**src/hdl/jsu_pkg.sv**
```systemverilog
// types, codes and helpers shared by the json string unescape decoder
// no dependencies

package jsu_pkg;

    // decoder mode, one-hot
    typedef enum logic [6:0] {
        MODE_AWAIT = 7'b0000001,
        MODE_BODY  = 7'b0000010,
        MODE_ESC   = 7'b0000100,
        MODE_HEX0  = 7'b0001000,
        MODE_HEX1  = 7'b0010000,
        MODE_HEX2  = 7'b0100000,
        MODE_HEX3  = 7'b1000000
    } mode_t;

    typedef enum logic [2:0] {
        ST_ONGOING  = 3'd0,
        ST_DONE     = 3'd1,
        ST_BAD_ESC  = 3'd2,
        ST_BAD_HEX  = 3'd3,
        ST_UNCLOSED = 3'd4
    } status_t;

    // results caused by one input byte, data[0] goes out first
    typedef struct packed {
        logic [2:0][7:0] data;
        logic [1:0]      last_idx;
        logic            byte_valid;
        status_t         status;
    } pkt_t;

    localparam logic [7:0] CH_NUL    = 8'h00;
    localparam logic [7:0] CH_QUOTE  = 8'h22;
    localparam logic [7:0] CH_SLASH  = 8'h2F;
    localparam logic [7:0] CH_BSLASH = 8'h5C;
    localparam logic [7:0] CH_B      = 8'h62;
    localparam logic [7:0] CH_F      = 8'h66;
    localparam logic [7:0] CH_N      = 8'h6E;
    localparam logic [7:0] CH_R      = 8'h72;
    localparam logic [7:0] CH_T      = 8'h74;
    localparam logic [7:0] CH_U      = 8'h75;

    localparam logic [7:0] CTL_BS = 8'h08;
    localparam logic [7:0] CTL_FF = 8'h0C;
    localparam logic [7:0] CTL_LF = 8'h0A;
    localparam logic [7:0] CTL_CR = 8'h0D;
    localparam logic [7:0] CTL_HT = 8'h09;

    // {is_hex, value}
    function automatic logic [4:0] hex_digit(input logic [7:0] c);
        logic [4:0] r;
        r = '0;
        if (c >= 8'h30 && c <= 8'h39) begin
            r = {1'b1, c[3:0]};
        end else if ((c >= 8'h61 && c <= 8'h66) || (c >= 8'h41 && c <= 8'h46)) begin
            r = {1'b1, c[3:0] + 4'd9};
        end
        return r;
    endfunction

endpackage

```
**src/hdl/jsu_decode.sv**
```systemverilog
// per-byte decode: next mode, hex accumulator and the result packet
// depends on jsu_pkg

module jsu_decode (
    input  jsu_pkg::mode_t mode,
    input  logic [11:0]    hex_accum,
    input  logic [7:0]     in_byte,
    output jsu_pkg::mode_t mode_next,
    output logic [11:0]    hex_next,
    output jsu_pkg::pkt_t  pkt
);
    import jsu_pkg::*;

    logic [4:0]  hd;
    logic [15:0] cp;

    assign hd = hex_digit(in_byte);
    assign cp = {hex_accum, hd[3:0]};

    always_comb begin
        mode_next      = mode;
        hex_next       = hex_accum;
        pkt.data       = '0;
        pkt.last_idx   = 2'd0;
        pkt.byte_valid = 1'b0;
        pkt.status     = ST_ONGOING;

        unique case (mode)
            MODE_BODY: begin
                if (in_byte == CH_QUOTE) begin
                    mode_next  = MODE_AWAIT;
                    hex_next   = '0;
                    pkt.status = ST_DONE;
                end else if (in_byte == CH_NUL) begin
                    mode_next  = MODE_AWAIT;
                    hex_next   = '0;
                    pkt.status = ST_UNCLOSED;
                end else if (in_byte == CH_BSLASH) begin
                    mode_next = MODE_ESC;
                end else begin
                    pkt.data[0]    = in_byte;
                    pkt.byte_valid = 1'b1;
                end
            end
            MODE_ESC: begin
                mode_next      = MODE_BODY;
                pkt.byte_valid = 1'b1;
                unique case (in_byte)
                    CH_QUOTE:  pkt.data[0] = CH_QUOTE;
                    CH_BSLASH: pkt.data[0] = CH_BSLASH;
                    CH_SLASH:  pkt.data[0] = CH_SLASH;
                    CH_B:      pkt.data[0] = CTL_BS;
                    CH_F:      pkt.data[0] = CTL_FF;
                    CH_N:      pkt.data[0] = CTL_LF;
                    CH_R:      pkt.data[0] = CTL_CR;
                    CH_T:      pkt.data[0] = CTL_HT;
                    CH_U: begin
                        mode_next      = MODE_HEX0;
                        hex_next       = '0;
                        pkt.byte_valid = 1'b0;
                    end
                    default: begin
                        mode_next      = MODE_AWAIT;
                        hex_next       = '0;
                        pkt.byte_valid = 1'b0;
                        pkt.status     = ST_BAD_ESC;
                    end
                endcase
            end
            MODE_HEX0, MODE_HEX1, MODE_HEX2, MODE_HEX3: begin
                if (!hd[4]) begin
                    mode_next  = MODE_AWAIT;
                    hex_next   = '0;
                    pkt.status = ST_BAD_HEX;
                end else if (mode != MODE_HEX3) begin
                    hex_next = {hex_accum[7:0], hd[3:0]};
                    unique case (mode)
                        MODE_HEX0: mode_next = MODE_HEX1;
                        MODE_HEX1: mode_next = MODE_HEX2;
                        default:   mode_next = MODE_HEX3;
                    endcase
                end else begin
                    // last hex digit: emit the code point as utf-8
                    mode_next      = MODE_BODY;
                    hex_next       = '0;
                    pkt.byte_valid = 1'b1;
                    if (cp[15:7] == '0) begin
                        pkt.data[0] = cp[7:0];
                    end else if (cp[15:11] == '0) begin
                        pkt.data[0]  = {3'b110, cp[10:6]};
                        pkt.data[1]  = {2'b10, cp[5:0]};
                        pkt.last_idx = 2'd1;
                    end else begin
                        pkt.data[0]  = {4'b1110, cp[15:12]};
                        pkt.data[1]  = {2'b10, cp[11:6]};
                        pkt.data[2]  = {2'b10, cp[5:0]};
                        pkt.last_idx = 2'd2;
                    end
                end
            end
            default: begin
                // awaiting the opening quote: any byte is taken as the quote
                mode_next = MODE_BODY;
                hex_next  = '0;
            end
        endcase
    end

endmodule

```
**src/hdl/json_string_unescape_utf8.sv**
```systemverilog
// json string unescape decoder with utf-8 output for \u escapes
// depends on jsu_pkg and jsu_decode
//
// Usage:
//   s_valid/s_ready/s_in_byte carry the string one byte per item, starting
//   with its opening quote. m_valid/m_ready carry result items: m_out_byte,
//   m_byte_valid, m_status (0 ongoing, 1 complete, 2 bad escape, 3 bad hex
//   digit, 4 unclosed string) and m_last on the final result of an input byte.
//   The first result of an input byte passes through the input register,
//   then the result register, before it is offered on the output.
//   Throughput: one input byte per cycle while each byte gives one result
//   and m_ready stays high; the fourth hex digit of a \u escape gives one,
//   two or three results and holds the result register until all are taken,
//   as the single output port carries one result at a time.
//   Reset (aresetn low, synchronous) empties both registers and returns the
//   decoder to waiting for an opening quote.
//   When m_ready is low the result waits in the result register, one more
//   byte is taken into the input register, then s_ready drops.

module json_string_unescape_utf8 (
    input  logic       aclk,
    input  logic       aresetn,
    input  logic       s_valid,
    output logic       s_ready,
    input  logic [7:0] s_in_byte,
    output logic       m_valid,
    input  logic       m_ready,
    output logic [7:0] m_out_byte,
    output logic       m_byte_valid,
    output logic [2:0] m_status,
    output logic       m_last
);
    import jsu_pkg::*;

    mode_t       mode_reg, mode_next;
    logic [11:0] hex_reg, hex_next;
    logic        in_valid_reg, in_valid_next;
    logic [7:0]  in_byte_reg;
    logic        res_valid_reg, res_valid_next;
    pkt_t        pkt_reg, pkt_dec;
    logic [1:0]  idx_reg, idx_next;
    logic        res_done;
    logic        move;

    jsu_decode u_decode (
        .mode      (mode_reg),
        .hex_accum (hex_reg),
        .in_byte   (in_byte_reg),
        .mode_next (mode_next),
        .hex_next  (hex_next),
        .pkt       (pkt_dec)
    );

    assign res_done = res_valid_reg && m_ready && (idx_reg == pkt_reg.last_idx);
    assign move     = in_valid_reg && (!res_valid_reg || res_done);
    assign s_ready  = !in_valid_reg || move;

    always_comb begin
        in_valid_next  = in_valid_reg;
        res_valid_next = res_valid_reg;
        idx_next       = idx_reg;
        if (s_valid && s_ready) begin
            in_valid_next = 1'b1;
        end else if (move) begin
            in_valid_next = 1'b0;
        end
        if (move) begin
            res_valid_next = 1'b1;
            idx_next       = 2'd0;
        end else if (res_done) begin
            res_valid_next = 1'b0;
        end else if (res_valid_reg && m_ready) begin
            idx_next = idx_reg + 2'd1;
        end
    end

    always_ff @(posedge aclk) begin
        if (!aresetn) begin
            mode_reg      <= MODE_AWAIT;
            hex_reg       <= '0;
            in_valid_reg  <= 1'b0;
            res_valid_reg <= 1'b0;
            idx_reg       <= 2'd0;
        end else begin
            in_valid_reg  <= in_valid_next;
            res_valid_reg <= res_valid_next;
            idx_reg       <= idx_next;
            if (move) begin
                mode_reg <= mode_next;
                hex_reg  <= hex_next;
            end
        end
    end

    always_ff @(posedge aclk) begin
        if (s_valid && s_ready) begin
            in_byte_reg <= s_in_byte;
        end
        if (move) begin
            pkt_reg <= pkt_dec;
        end
    end

    assign m_valid      = res_valid_reg;
    assign m_out_byte   = pkt_reg.data[idx_reg];
    assign m_byte_valid = pkt_reg.byte_valid;
    assign m_status     = pkt_reg.status;
    assign m_last       = (idx_reg == pkt_reg.last_idx);

    // a result without data is always the only one of its byte
    a_nodata_single: assert property (@(posedge aclk) disable iff (!aresetn)
        (m_valid && !m_byte_valid) |-> m_last)
        else $error("data-less result is not last");

    // end of string never carries data
    a_end_nodata: assert property (@(posedge aclk) disable iff (!aresetn)
        (m_valid && m_status != ST_ONGOING) |-> (!m_byte_valid && m_last))
        else $error("string end result carries data");

    // the output index never runs past the last result of a packet
    a_idx_bound: assert property (@(posedge aclk) disable iff (!aresetn)
        m_valid |-> (idx_reg <= pkt_reg.last_idx))
        else $error("result index beyond packet");

    // a finished string leaves the decoder waiting with a clear accumulator
    a_end_resets: assert property (@(posedge aclk) disable iff (!aresetn)
        (move && pkt_dec.status != ST_ONGOING) |=> (mode_reg == MODE_AWAIT && hex_reg == '0))
        else $error("decoder not reset after string end");

endmodule

```
**config.mk**
```make
export PLATFORM = sky130hd
export DESIGN_NAME = json_string_unescape_utf8
export DESIGN_NICKNAME = d
export VERILOG_FILES = /design/src/hdl/jsu_pkg.sv /design/src/hdl/jsu_decode.sv /design/src/hdl/json_string_unescape_utf8.sv
export SDC_FILE = /design/constraint.sdc
export NUM_CORES = 1
export LEC_CHECK = 0
export ABC_CLOCK_PERIOD_IN_PS = 3300
export BUFFER_PORTS_ARGS = -buffer_cell sky130_fd_sc_hd__clkbuf_2
export CAP_MARGIN = 20
export CORE_MARGIN = 10
export CORE_UTILIZATION = 55
export CTS_CLUSTER_DIAMETER = 150
export DETAILED_ROUTE_END_ITERATION = 7
export PLACE_DENSITY_LB_ADDON = 0.15
export RECOVER_POWER = 50
export SYNTH_ARGS = -nofsm -noshare
export SYNTH_HDL_FRONTEND = slang
export SYNTH_SLANG_ARGS = --single-unit
```
**constraint.sdc**
```tcl
create_clock -name aclk -period 3.3 [get_ports aclk]
set_input_delay 0.165 -clock aclk [delete_from_list [all_inputs] [get_ports aclk]]
set_output_delay 0.165 -clock aclk [all_outputs]
set_load 0.01 [all_outputs]
```
==> impl_metrics.toml, run 1 <==
[run_status]
status = "finished, final reports clean"

[place]
placed_cell_area_sq_um = 3520
hpwl_mm = 5.35
finalWeightedCongestion = 0.929
place_inst = 431
io_buffers = 26

[setup_path]
timing.rr.start = "idx_reg[1]$_SDFFE_PP0P_"
rr_worst_depth = 3
r2r_slack_ns = 0.54
worstPathRequired_ns = 3.25
cp_max_fo = 25
setup.worst_path.start_class = "flip-flop"
cp_data_arrival_time_ns = 2.70
crit_path_top_delay_cell = "clkbuf_1"
path_cells = "xor2_1 > o32ai_4 > clkbuf_1"
slowest_delay_ns = 0.96
critPathCaptureType = "flip-flop"
startpoint = "idx_reg[1]$_SDFFE_PP0P_"
criticalPathCategory = "reg -> reg"

[timing]
relSlewSlack_pct = 17.2
period_needed_ns = 2.76
grt_setup_unrepaired = "false"
finalSetupViolCount = 0
fmax_mhz = 363
maxSlewViolCount = 0
worst_slew_pin_slew_ns = 1.24
finalSetupTns_ns = 0
skew_ns = 0.00963
whs_ns = 0.0116
hold_viol_final = 0
post-route-period-util_pct = 83.5

[logic_synthesis]
synth_area_leaders = "edfxtp_1 31%, dfxtp_1 14%, o31ai_2 3.7%, nor2_1 3.4%, o21ai_0 3.3%"
ys_ff_latch = 58
yosysWarnings = 0
avgSynthCellArea_sq_um = 9.74
yosysMostFrequentCell = "edfxtp_1"
yosysTopAreaCellShare_pct = 31.4
synth-edff-count = 35
ys.flop_type = "edfxtp_1"
ys_async_sr_fraction_pct = 0
synth_common_cells = "35 x edfxtp_1, 30 x nor2_1, 26 x nand2_1"
yosys.area.top_type = "edfxtp_1"
yosysSeqAreaShare_pct = 45.1
syn-instance-count = 344
synth.cell_area_sq_um = 3350
synth_fp_nets = 360
synth_cell_types = 63

[floorplan]
start_util_pct = 56.6
ioPinCount = 27
dieArea_sq_um = 9610
num_rows = 28
core_sq_um = 5920
die-height_um = 98.1
die_w_um = 98.1

[global_routing]
busiest_layer = "met2"
antenna_found_initial = 0
gr-usage-met1_pct = 19.3
met3_usage_pct = 5.57
grt_pass1_wl_mm = 12.2
grtUsageTotal_pct = 15.4
grt_overflow_total = 0
first_global_vias = 2503
gr-usage-met2_pct = 22.9
grt_max_degree = 26

[detailed_routing]
routedWlPerCell_um = 16.2
firstDrtPassIters = 5
route.detailed.drc = 0
initialDrtViolationCount = 298
drt-vias-per-instance = 5.94
ant_nets = 0
routed_wirelength_mm = 7.31
vias = 2687

[cells_and_area]
fin_nets = 388
diodes = 0
largest_reg_flops = 23
area_growth_pct = 12.1
layout-drive-gt1-share_pct = 14.6
fin_area_sq_um = 3750
layoutNonFillerInstCount = 452
seq_area_sq_um = 1510
multi_input_area_sq_um = 1670
filler_cell_count = 485

[clock_network]
cts_tree = "yes"
clkLatencyLatePin_ns = 0.33
h-tree-depth = 3
clockBufferDepth = 2
root_buffer = "clkbuf_8"
cts-buffers-inserted = 9
cts_setup_buffers = 0
clock-sinks = 58
cts.clk_slew.worst_paths_ns = 0.06

[min_path]
hp-start = "s_in_byte[7]"
min_path_type = "in -> reg"
min_path_cells = 1

[power_and_ir_drop]
p_leak_uw = 0.00131
p_per_area_nw_per_um2 = 440
finalPower_uw = 1650
vdd_drop_max_v = 0.000443

[run]
cap_viol_max_count = 0
cells by family after synthesis:
logic type,after synthesis,share of synthesized area (%)
fa+ha+maj,4,1.49
mux,10,2.99
buf+inv,38,5.34
simple gates,143,24.0
compound gates,86,19.8
xor+xnor,5,1.31
flops,58,45.1
critical path: cells and delay by family, from the launching register on:
family / cells / cell delay (ns)
XOR/XNOR: 1 / 0.22
buffers and inverters: 1 / 0.96
flip-flops: 1 / 0.67
AO/OA/AOI/OAI: 1 / 0.51
power breakdown:
group          leakage [uW]  total [uW]  switching [uW]  internal [uW]
Combinational      0.000676         145            91.2           53.7
Clock              0.000104         686             267            420
Sequential         0.000527         822            24.9            797
Total               0.00131        1650             383           1270
routing by layer:
metal / part of all wire, % / routed length [um]
met5: 0 / 0
met4: 3.2 / 234
met3: 7.7 / 564
met2: 45 / 3250
met1: 45 / 3250
per-stage QoR:
| step | worst slack (ns) | utilization [%] |
|---|---|---|
| 2_1_floorplan | 0.299 | - |
| 3_3_place_gp | 0.741 | 59.4 |
| 3_5_place_dp | 0.677 | 59.4 |
| 4_1_cts | 0.663 | 63.1 |
| 5_1_grt | 0.364 | 63.4 |
| 6_report | 0.543 | 63.4 |
cells in the final DEF (no fill, tap or decap), drive strengths merged, types with 3 or more instances in the layout:
cell type	n
a21oi	19
nor3b	6
inv	18
a211oi	3
nor3	9
o31ai	13
a31oi	3
nor2	31
nor4	5
nand2	26
a22oi	5
clkbuf	38
ha	4
buf	4
xor2	4
and3	8
nand4	6
clkinv	3
dfxtp	23
a21boi	3
edfxtp	35
nor2b	12
mux2i	10
o21ai	22
nand3	17
a32oi	3
nor4b	3
dlygate4sd3	5
and2	6
worst paths after layout:
kind,to
worst max-delay path,pkt_reg[26]$_SDFFCE_PP0P_
worst min-delay path,in_byte_reg[7]$_DFFE_PP_
worst max register to register,pkt_reg[26]$_SDFFCE_PP0P_
worst min register to register,hex_reg[11]$_SDFFE_PN0P_
repair_timing:
item | CTS | global route
hold endpoints to repair | 1 | 4
resized for setup | 0 | 0
hold buffers | 1 | 4
layout make-up:
type / instances / share of cell area (%)
multi-input combinational: 248 / 44.5
sequential: 58 / 40.3
timing repair buffer: 37 / 5.36
clock buffer: 10 / 3.40
tap: 75 / 2.50
clock inverter: 6 / 2.17
inverter: 18 / 1.80
Power figures use the tool's default switching activity.
==> run 2: changes to the inputs <==
--- a/config.mk
+++ b/config.mk
@@ -5,11 +5,11 @@
 export SDC_FILE = /design/constraint.sdc
 export NUM_CORES = 1
 export LEC_CHECK = 0
-export ABC_CLOCK_PERIOD_IN_PS = 3300
+export ABC_CLOCK_PERIOD_IN_PS = 2500
 export BUFFER_PORTS_ARGS = -buffer_cell sky130_fd_sc_hd__clkbuf_2
 export CAP_MARGIN = 20
 export CORE_MARGIN = 10
-export CORE_UTILIZATION = 55
+export CORE_UTILIZATION = 54
 export CTS_CLUSTER_DIAMETER = 150
 export DETAILED_ROUTE_END_ITERATION = 7
 export PLACE_DENSITY_LB_ADDON = 0.15
==> constraint.sdc (replaced) <==
create_clock -name aclk -period 2.5 [get_ports aclk]
set_input_delay 0.125 -clock aclk [delete_from_list [all_inputs] [get_ports aclk]]
set_output_delay 0.125 -clock aclk [all_outputs]
set_load 0.01 [all_outputs]
==> run 2 against run 1 <==
Fmax up 19%. Critical path type unchanged. Non-clock buffer count grew 26. Utilization up 3.4 points. Largest cell class unchanged. Cell area rose by 6.0%. Sequential power increased by 30%. Cell count rose by 5.8%. Register-to-register slack worse by 0.37 ns. Largest power group unchanged. Flip-flop and latch count is the same. Total power up 43%. Clock skew decreased by 0.0015 ns. Sequential share of layout area is 2.3 points lower. Via count up 3.3%. Critical endpoint is now mode_reg[6]$_SDFFE_PN0P_. Highest routed layer unchanged.
==> impl_metrics.toml, run 2 (synthesized netlist as in run 1, its figures left out) <==
[detailed_routing]
firstDrtPassIters = 5
drt-vias-per-instance = 5.81
vias = 2777
routed_wirelength_mm = 8.02
initialDrtViolationCount = 220
routedWlPerCell_um = 16.8
route.detailed.drc = 0
ant_nets = 0

[min_path]
min_path_cells = 3
min_path_type = "in -> reg"
hp-start = "s_valid"

[floorplan]
die_w_um = 98.8
dieArea_sq_um = 9760
ioPinCount = 27
core_sq_um = 5960
die-height_um = 98.8
num_rows = 28
start_util_pct = 56.3

[clock_network]
clockBufferDepth = 2
h-tree-depth = 3
cts-buffers-inserted = 9
clock-sinks = 58
clkLatencyLatePin_ns = 0.35
root_buffer = "clkbuf_8"
cts.clk_slew.worst_paths_ns = 0.07
cts_tree = "yes"

[timing]
post-route-period-util_pct = 93.1
grt_setup_unrepaired = "false"
fmax_mhz = 430
worst_slack_ns = 0.174
period_needed_ns = 2.33
finalSetupViolCount = 0
hold_viol_final = 0
skew_ns = 0.00818
maxSlewViolCount = 0
relSlewSlack_pct = 51.0
worst_slew_pin_slew_ns = 0.733
finalSetupTns_ns = 0

[cells_and_area]
layout_commonest_cell = "edfxtp_1"
filler_cell_count = 498
seq_area_sq_um = 1510
diodes = 0
layout-drive-gt1-share_pct = 19.9
fin_area_sq_um = 3980
utilization_pct = 66.8
largest_reg_flops = 23
multi_input_area_sq_um = 1650
final_cell_mix = "35 x edfxtp_1, 30 x nor2_1, 26 x nand2_1"
area_growth_pct = 18.8
fin_nets = 414

[place]
finalWeightedCongestion = 0.889
io_buffers = 26
hpwl_mm = 5.86
placed_cell_area_sq_um = 3690
pre_cts_ws_ns = 0.108

[global_routing]
grt_max_degree = 30
grt_overflow_total = 0
antenna_found_initial = 0
grtUsageTotal_pct = 16.2
grt_pass1_wl_mm = 12.8
first_global_vias = 2583

[setup_path]
criticalPathCategory = "reg -> reg"
cp_max_fo = 5
worstPathRequired_ns = 2.78
critPathCaptureType = "flip-flop"
rr_worst_depth = 8
path_buf_inv = 1
cp_data_arrival_time_ns = 2.60
slowest_delay_ns = 0.45
r2r_slack_ns = 0.17
setup.worst_path.start_class = "flip-flop"
crit_path_top_delay_cell = "edfxtp_1"
cp_num_cells = 8
startpoint = "in_byte_reg[0]$_DFFE_PP_"
timing.rr.start = "in_byte_reg[0]$_DFFE_PP_"
cp_top_family = "simple AND/OR/NAND/NOR gates"
path_cells = "inv_1 > ha_1 > nor2b_1 > and3_1 > o41ai_4 > nor3b_1 > nand4b_1 > a21boi_0"

[run]
cap_viol_max_count = 0

[run_status]
status = "finished, final reports clean"

[power_and_ir_drop]
p_per_area_nw_per_um2 = 593
vdd_drop_max_v = 0.000357
p_leak_uw = 0.00145
finalPower_uw = 2360
-- run 2: through the flow --
step / hold slack, ns / std cells
final: 0.0268 / 478
after global placement: 0.302 / 452
after global routing: 0.0495 / 478
after floorplan: 0.224 / 344
after detailed placement: 0.304 / 452
after CTS: 0.0254 / 476
-- run 2: area by class of cell --
cell class / count / area share, %
Timing Repair Buffer: 63 / 10.4
Clock buffer: 9 / 3.11
Clock inverter: 7 / 2.92
Inverter: 18 / 1.70
Multi-Input combinational cell: 248 / 41.5
Sequential cell: 58 / 38.0
Tap cell: 75 / 2.36
-- run 2: final timing paths --
| check | endpoint |
|---|---|
| max | mode_reg[6]$_SDFFE_PN0P_ |
| min | in_valid_reg$_SDFFE_PN0P_ |
| max reg2reg | mode_reg[6]$_SDFFE_PN0P_ |
| min reg2reg | hex_reg[8]$_SDFFE_PN0P_ |
-- run 2: worst min-delay path, stage by stage --
cell and delay [ns]:
clkbuf_2 0.08, inv_1 0.05, a21boi_0 0.07
-- run 2: routing by layer --
layer	wire length (um)	global-route usage (%)	vias to the layer above
li1	-	-	1385
met4	171	6.84	0
met2	3680	24.8	77
met5	0	0	-
met1	3720	20.9	1296
met3	442	4.33	19
-- run 2: report_power, final --
group / switching, uW / leakage (uW) / total (uW) / internal [uW]
clock: 394 / 0.000120 / 1060 / 661
combinational: 138 / 0.000804 / 233 / 94.3
sequential: 22.5 / 0.000527 / 1070 / 1050
-- run 2: what timing repair did --
| item | CTS | global route |
|---|---|---|
| buffers inserted | 0 | 2 |
| hold buffers | 8 | 0 |
| gates resized for setup | 0 | 1 |
| endpoints found under the setup margin | 0 | 19 |
| endpoints found under the hold margin | 8 | 0 |
==> run 3: changes to the inputs <==
--- a/config.mk
+++ b/config.mk
@@ -8,8 +8,10 @@
 export ABC_CLOCK_PERIOD_IN_PS = 2500
 export BUFFER_PORTS_ARGS = -buffer_cell sky130_fd_sc_hd__clkbuf_2
 export CAP_MARGIN = 20
+export CELL_PAD_IN_SITES_DETAIL_PLACEMENT = 1
+export CELL_PAD_IN_SITES_GLOBAL_PLACEMENT = 1
 export CORE_MARGIN = 10
-export CORE_UTILIZATION = 54
+export CORE_UTILIZATION = 42
 export CTS_CLUSTER_DIAMETER = 150
 export DETAILED_ROUTE_END_ITERATION = 7
 export PLACE_DENSITY_LB_ADDON = 0.15
==> run 3 against run 2 <==
Register-to-register slack got worse by 0.04 ns. Global-route usage decreased by 0.21 points. Fmax decreased by 1.6%. Combinational power increased by 2%. Non-clock buffer count increased by 3. Sequential power about the same. First-iteration DRC count decreased by 25%. Cell area increased by 1.5%. Routed wire length increased by 16%. Critical path type unchanged. Critical endpoint is now pkt_reg[21]$_SDFFCE_PP0P_. Largest cell class unchanged. Highest routed layer unchanged.
==> impl_metrics.toml, run 3 (synthesized netlist as in run 1, its figures left out) <==
[run_status]
status = "finished, final reports clean"

[detailed_routing]
route.detailed.drc = 0
drt-vias-per-instance = 5.68
initialDrtViolationCount = 165
routedWlPerCell_um = 18.2
routed_wirelength_mm = 9.27
firstDrtPassIters = 4
ant_nets = 0
vias = 2883

[min_path]
hp-start = "s_valid"
hold_path_end = "in_valid_reg$_SDFFE_PN0P_"
min_path_type = "in -> reg"
min_path_cells = 3

[clock_network]
cts-buffers-inserted = 9
root_buffer = "clkbuf_8"
clockBufferDepth = 2
clkLatencyLatePin_ns = 0.35
cts_tree = "yes"
cts.clk_slew.worst_paths_ns = 0.07
clock-sinks = 58
h-tree-depth = 3

[setup_path]
rr_worst_depth = 3
criticalPathCategory = "reg -> reg"
worstPathRequired_ns = 2.48
cp_top_family = "compound AO/OA/AOI/OAI gates"
crit_path_top_delay_cell = "o32ai_1"
path_buf_inv = 1
path_cells = "xor2_1 > o32ai_1 > clkbuf_2"
rr_endpoint = "pkt_reg[21]$_SDFFCE_PP0P_"
slowest_delay_ns = 0.71
setup.worst_path.start_class = "flip-flop"
cp_data_arrival_time_ns = 2.34
timing.rr.start = "pkt_reg[29]$_SDFFCE_PP0P_"
critPathCaptureType = "flip-flop"
r2r_slack_ns = 0.14
cp_max_fo = 29

[power_and_ir_drop]
p_leak_uw = 0.00146
vdd_drop_max_v = 0.000273
p_per_area_nw_per_um2 = 590
finalPower_uw = 2390

[global_routing]
grtUsageTotal_pct = 16.0
grt_pass1_wl_mm = 15.2
grt_overflow_total = 0
grt_max_degree = 30
antenna_found_initial = 0
first_global_vias = 2937

[floorplan]
die_w_um = 109
num_rows = 32
ioPinCount = 27
core_sq_um = 7730
dieArea_sq_um = 12000
start_util_pct = 43.4
die-height_um = 109

[timing]
period_needed_ns = 2.36
skew_ns = 0.00920
post-route-period-util_pct = 94.5
finalSetupTns_ns = 0
fmax_mhz = 423
finalSetupViolCount = 0
grt_setup_unrepaired = "false"
maxSlewViolCount = 0
hold_viol_final = 0
worst_slew_pin_slew_ns = 0.769
relSlewSlack_pct = 48.6

[cells_and_area]
area_growth_pct = 20.6
fin_nets = 417
layout-drive-gt1-share_pct = 20.4
filler_cell_count = 886
layoutNonFillerInstCount = 508
diodes = 0
largest_reg_flops = 23
final_cell_mix = "35 x edfxtp_1, 30 x nor2_1, 28 x buf_4"
layout_commonest_cell = "edfxtp_1"

[run]
cap_viol_max_count = 0

[place]
finalWeightedCongestion = 0.875
io_buffers = 26
hpwl_mm = 6.93
place_inst = 483
-- run 3: cell count changes in the layout (fill, tap and decap cells not counted) --
cell and change:
a2111oi_0 -1, a2111oi_1 +1, buf_4 +3, clkbuf_1 +1, clkbuf_2 -1, nor3b_1 -1
nor3b_2 +1, o21ai_0 +1, o21ai_1 -1
-- run 3: per-layer routing --
metal / track usage (%) / part of all wire (%) / vias to the layer above
met5: 0 / 0 / -
li1: - / - / 1392
met2: 26.3 / 48 / 56
met3: 2.93 / 4.3 / 13
met1: 20.1 / 46 / 1422
met4: 6.60 / 1.6 / 0
-- run 3: how the worst max path moves through the flow --
stage,startpoint,to,slack (ns),cells past startpoint
final,pkt_reg[29]$_SDFFCE_PP0P_,pkt_reg[21]$_SDFFCE_PP0P_,0.14,3
after global routing,in_byte_reg[0]$_DFFE_PP_,pkt_reg[9]$_DFFE_PP_,0.04,10
after CTS,in_byte_reg[0]$_DFFE_PP_,mode_reg[1]$_SDFFE_PN0P_,0.03,8
after detailed placement,in_byte_reg[0]$_DFFE_PP_,mode_reg[1]$_SDFFE_PN0P_,0.07,8
after global placement,in_byte_reg[2]$_DFFE_PP_,mode_reg[1]$_SDFFE_PN0P_,0.08,7
after floorplan,pkt_reg[29]$_SDFFCE_PP0P_,mode_reg[6]$_SDFFE_PN0P_,0.05,6
-- run 3: repair_timing --
action / CTS / global route
buffers inserted: 0 / 1
endpoints found under the setup margin: 0 / 4
gates resized for setup: 0 / 2
hold buffers: 8 / 0
endpoints found under the hold margin: 8 / 0
-- run 3: cell type report --
cell class	count	area (sq um)	share of cell area (%)
multi-input combinational	248	1660	41.0
tap	102	128	3.16
timing repair buffer	66	437	10.8
clock inverter	7	116	2.88
inverter	18	67.6	1.67
sequential	58	1510	37.4
clock buffer	9	124	3.06
-- run 3: tightest hold or removal path: stages --
cell and delay (ns):
clkbuf_2 0.08, inv_1 0.06, a21boi_0 0.07
-- run 3: through the flow --
step	worst slack [ns]	utilization (%)	hold WS, ns	area [sq um]
2_1_floorplan	0.0537	-	0.224	3360
3_3_place_gp	0.0818	48.6	0.302	3750
3_5_place_dp	0.0734	48.6	0.304	3750
4_1_cts	0.0313	52.7	0.0349	4070
5_1_grt	0.0422	52.3	0.0873	4040
6_report	0.137	52.3	0.0407	4040
-- run 3: power breakdown --
group	switching [uW]	total, uW	internal, uW
clock	413	1070	661
combinational	144	238	93.9
sequential	23.5	1070	1050
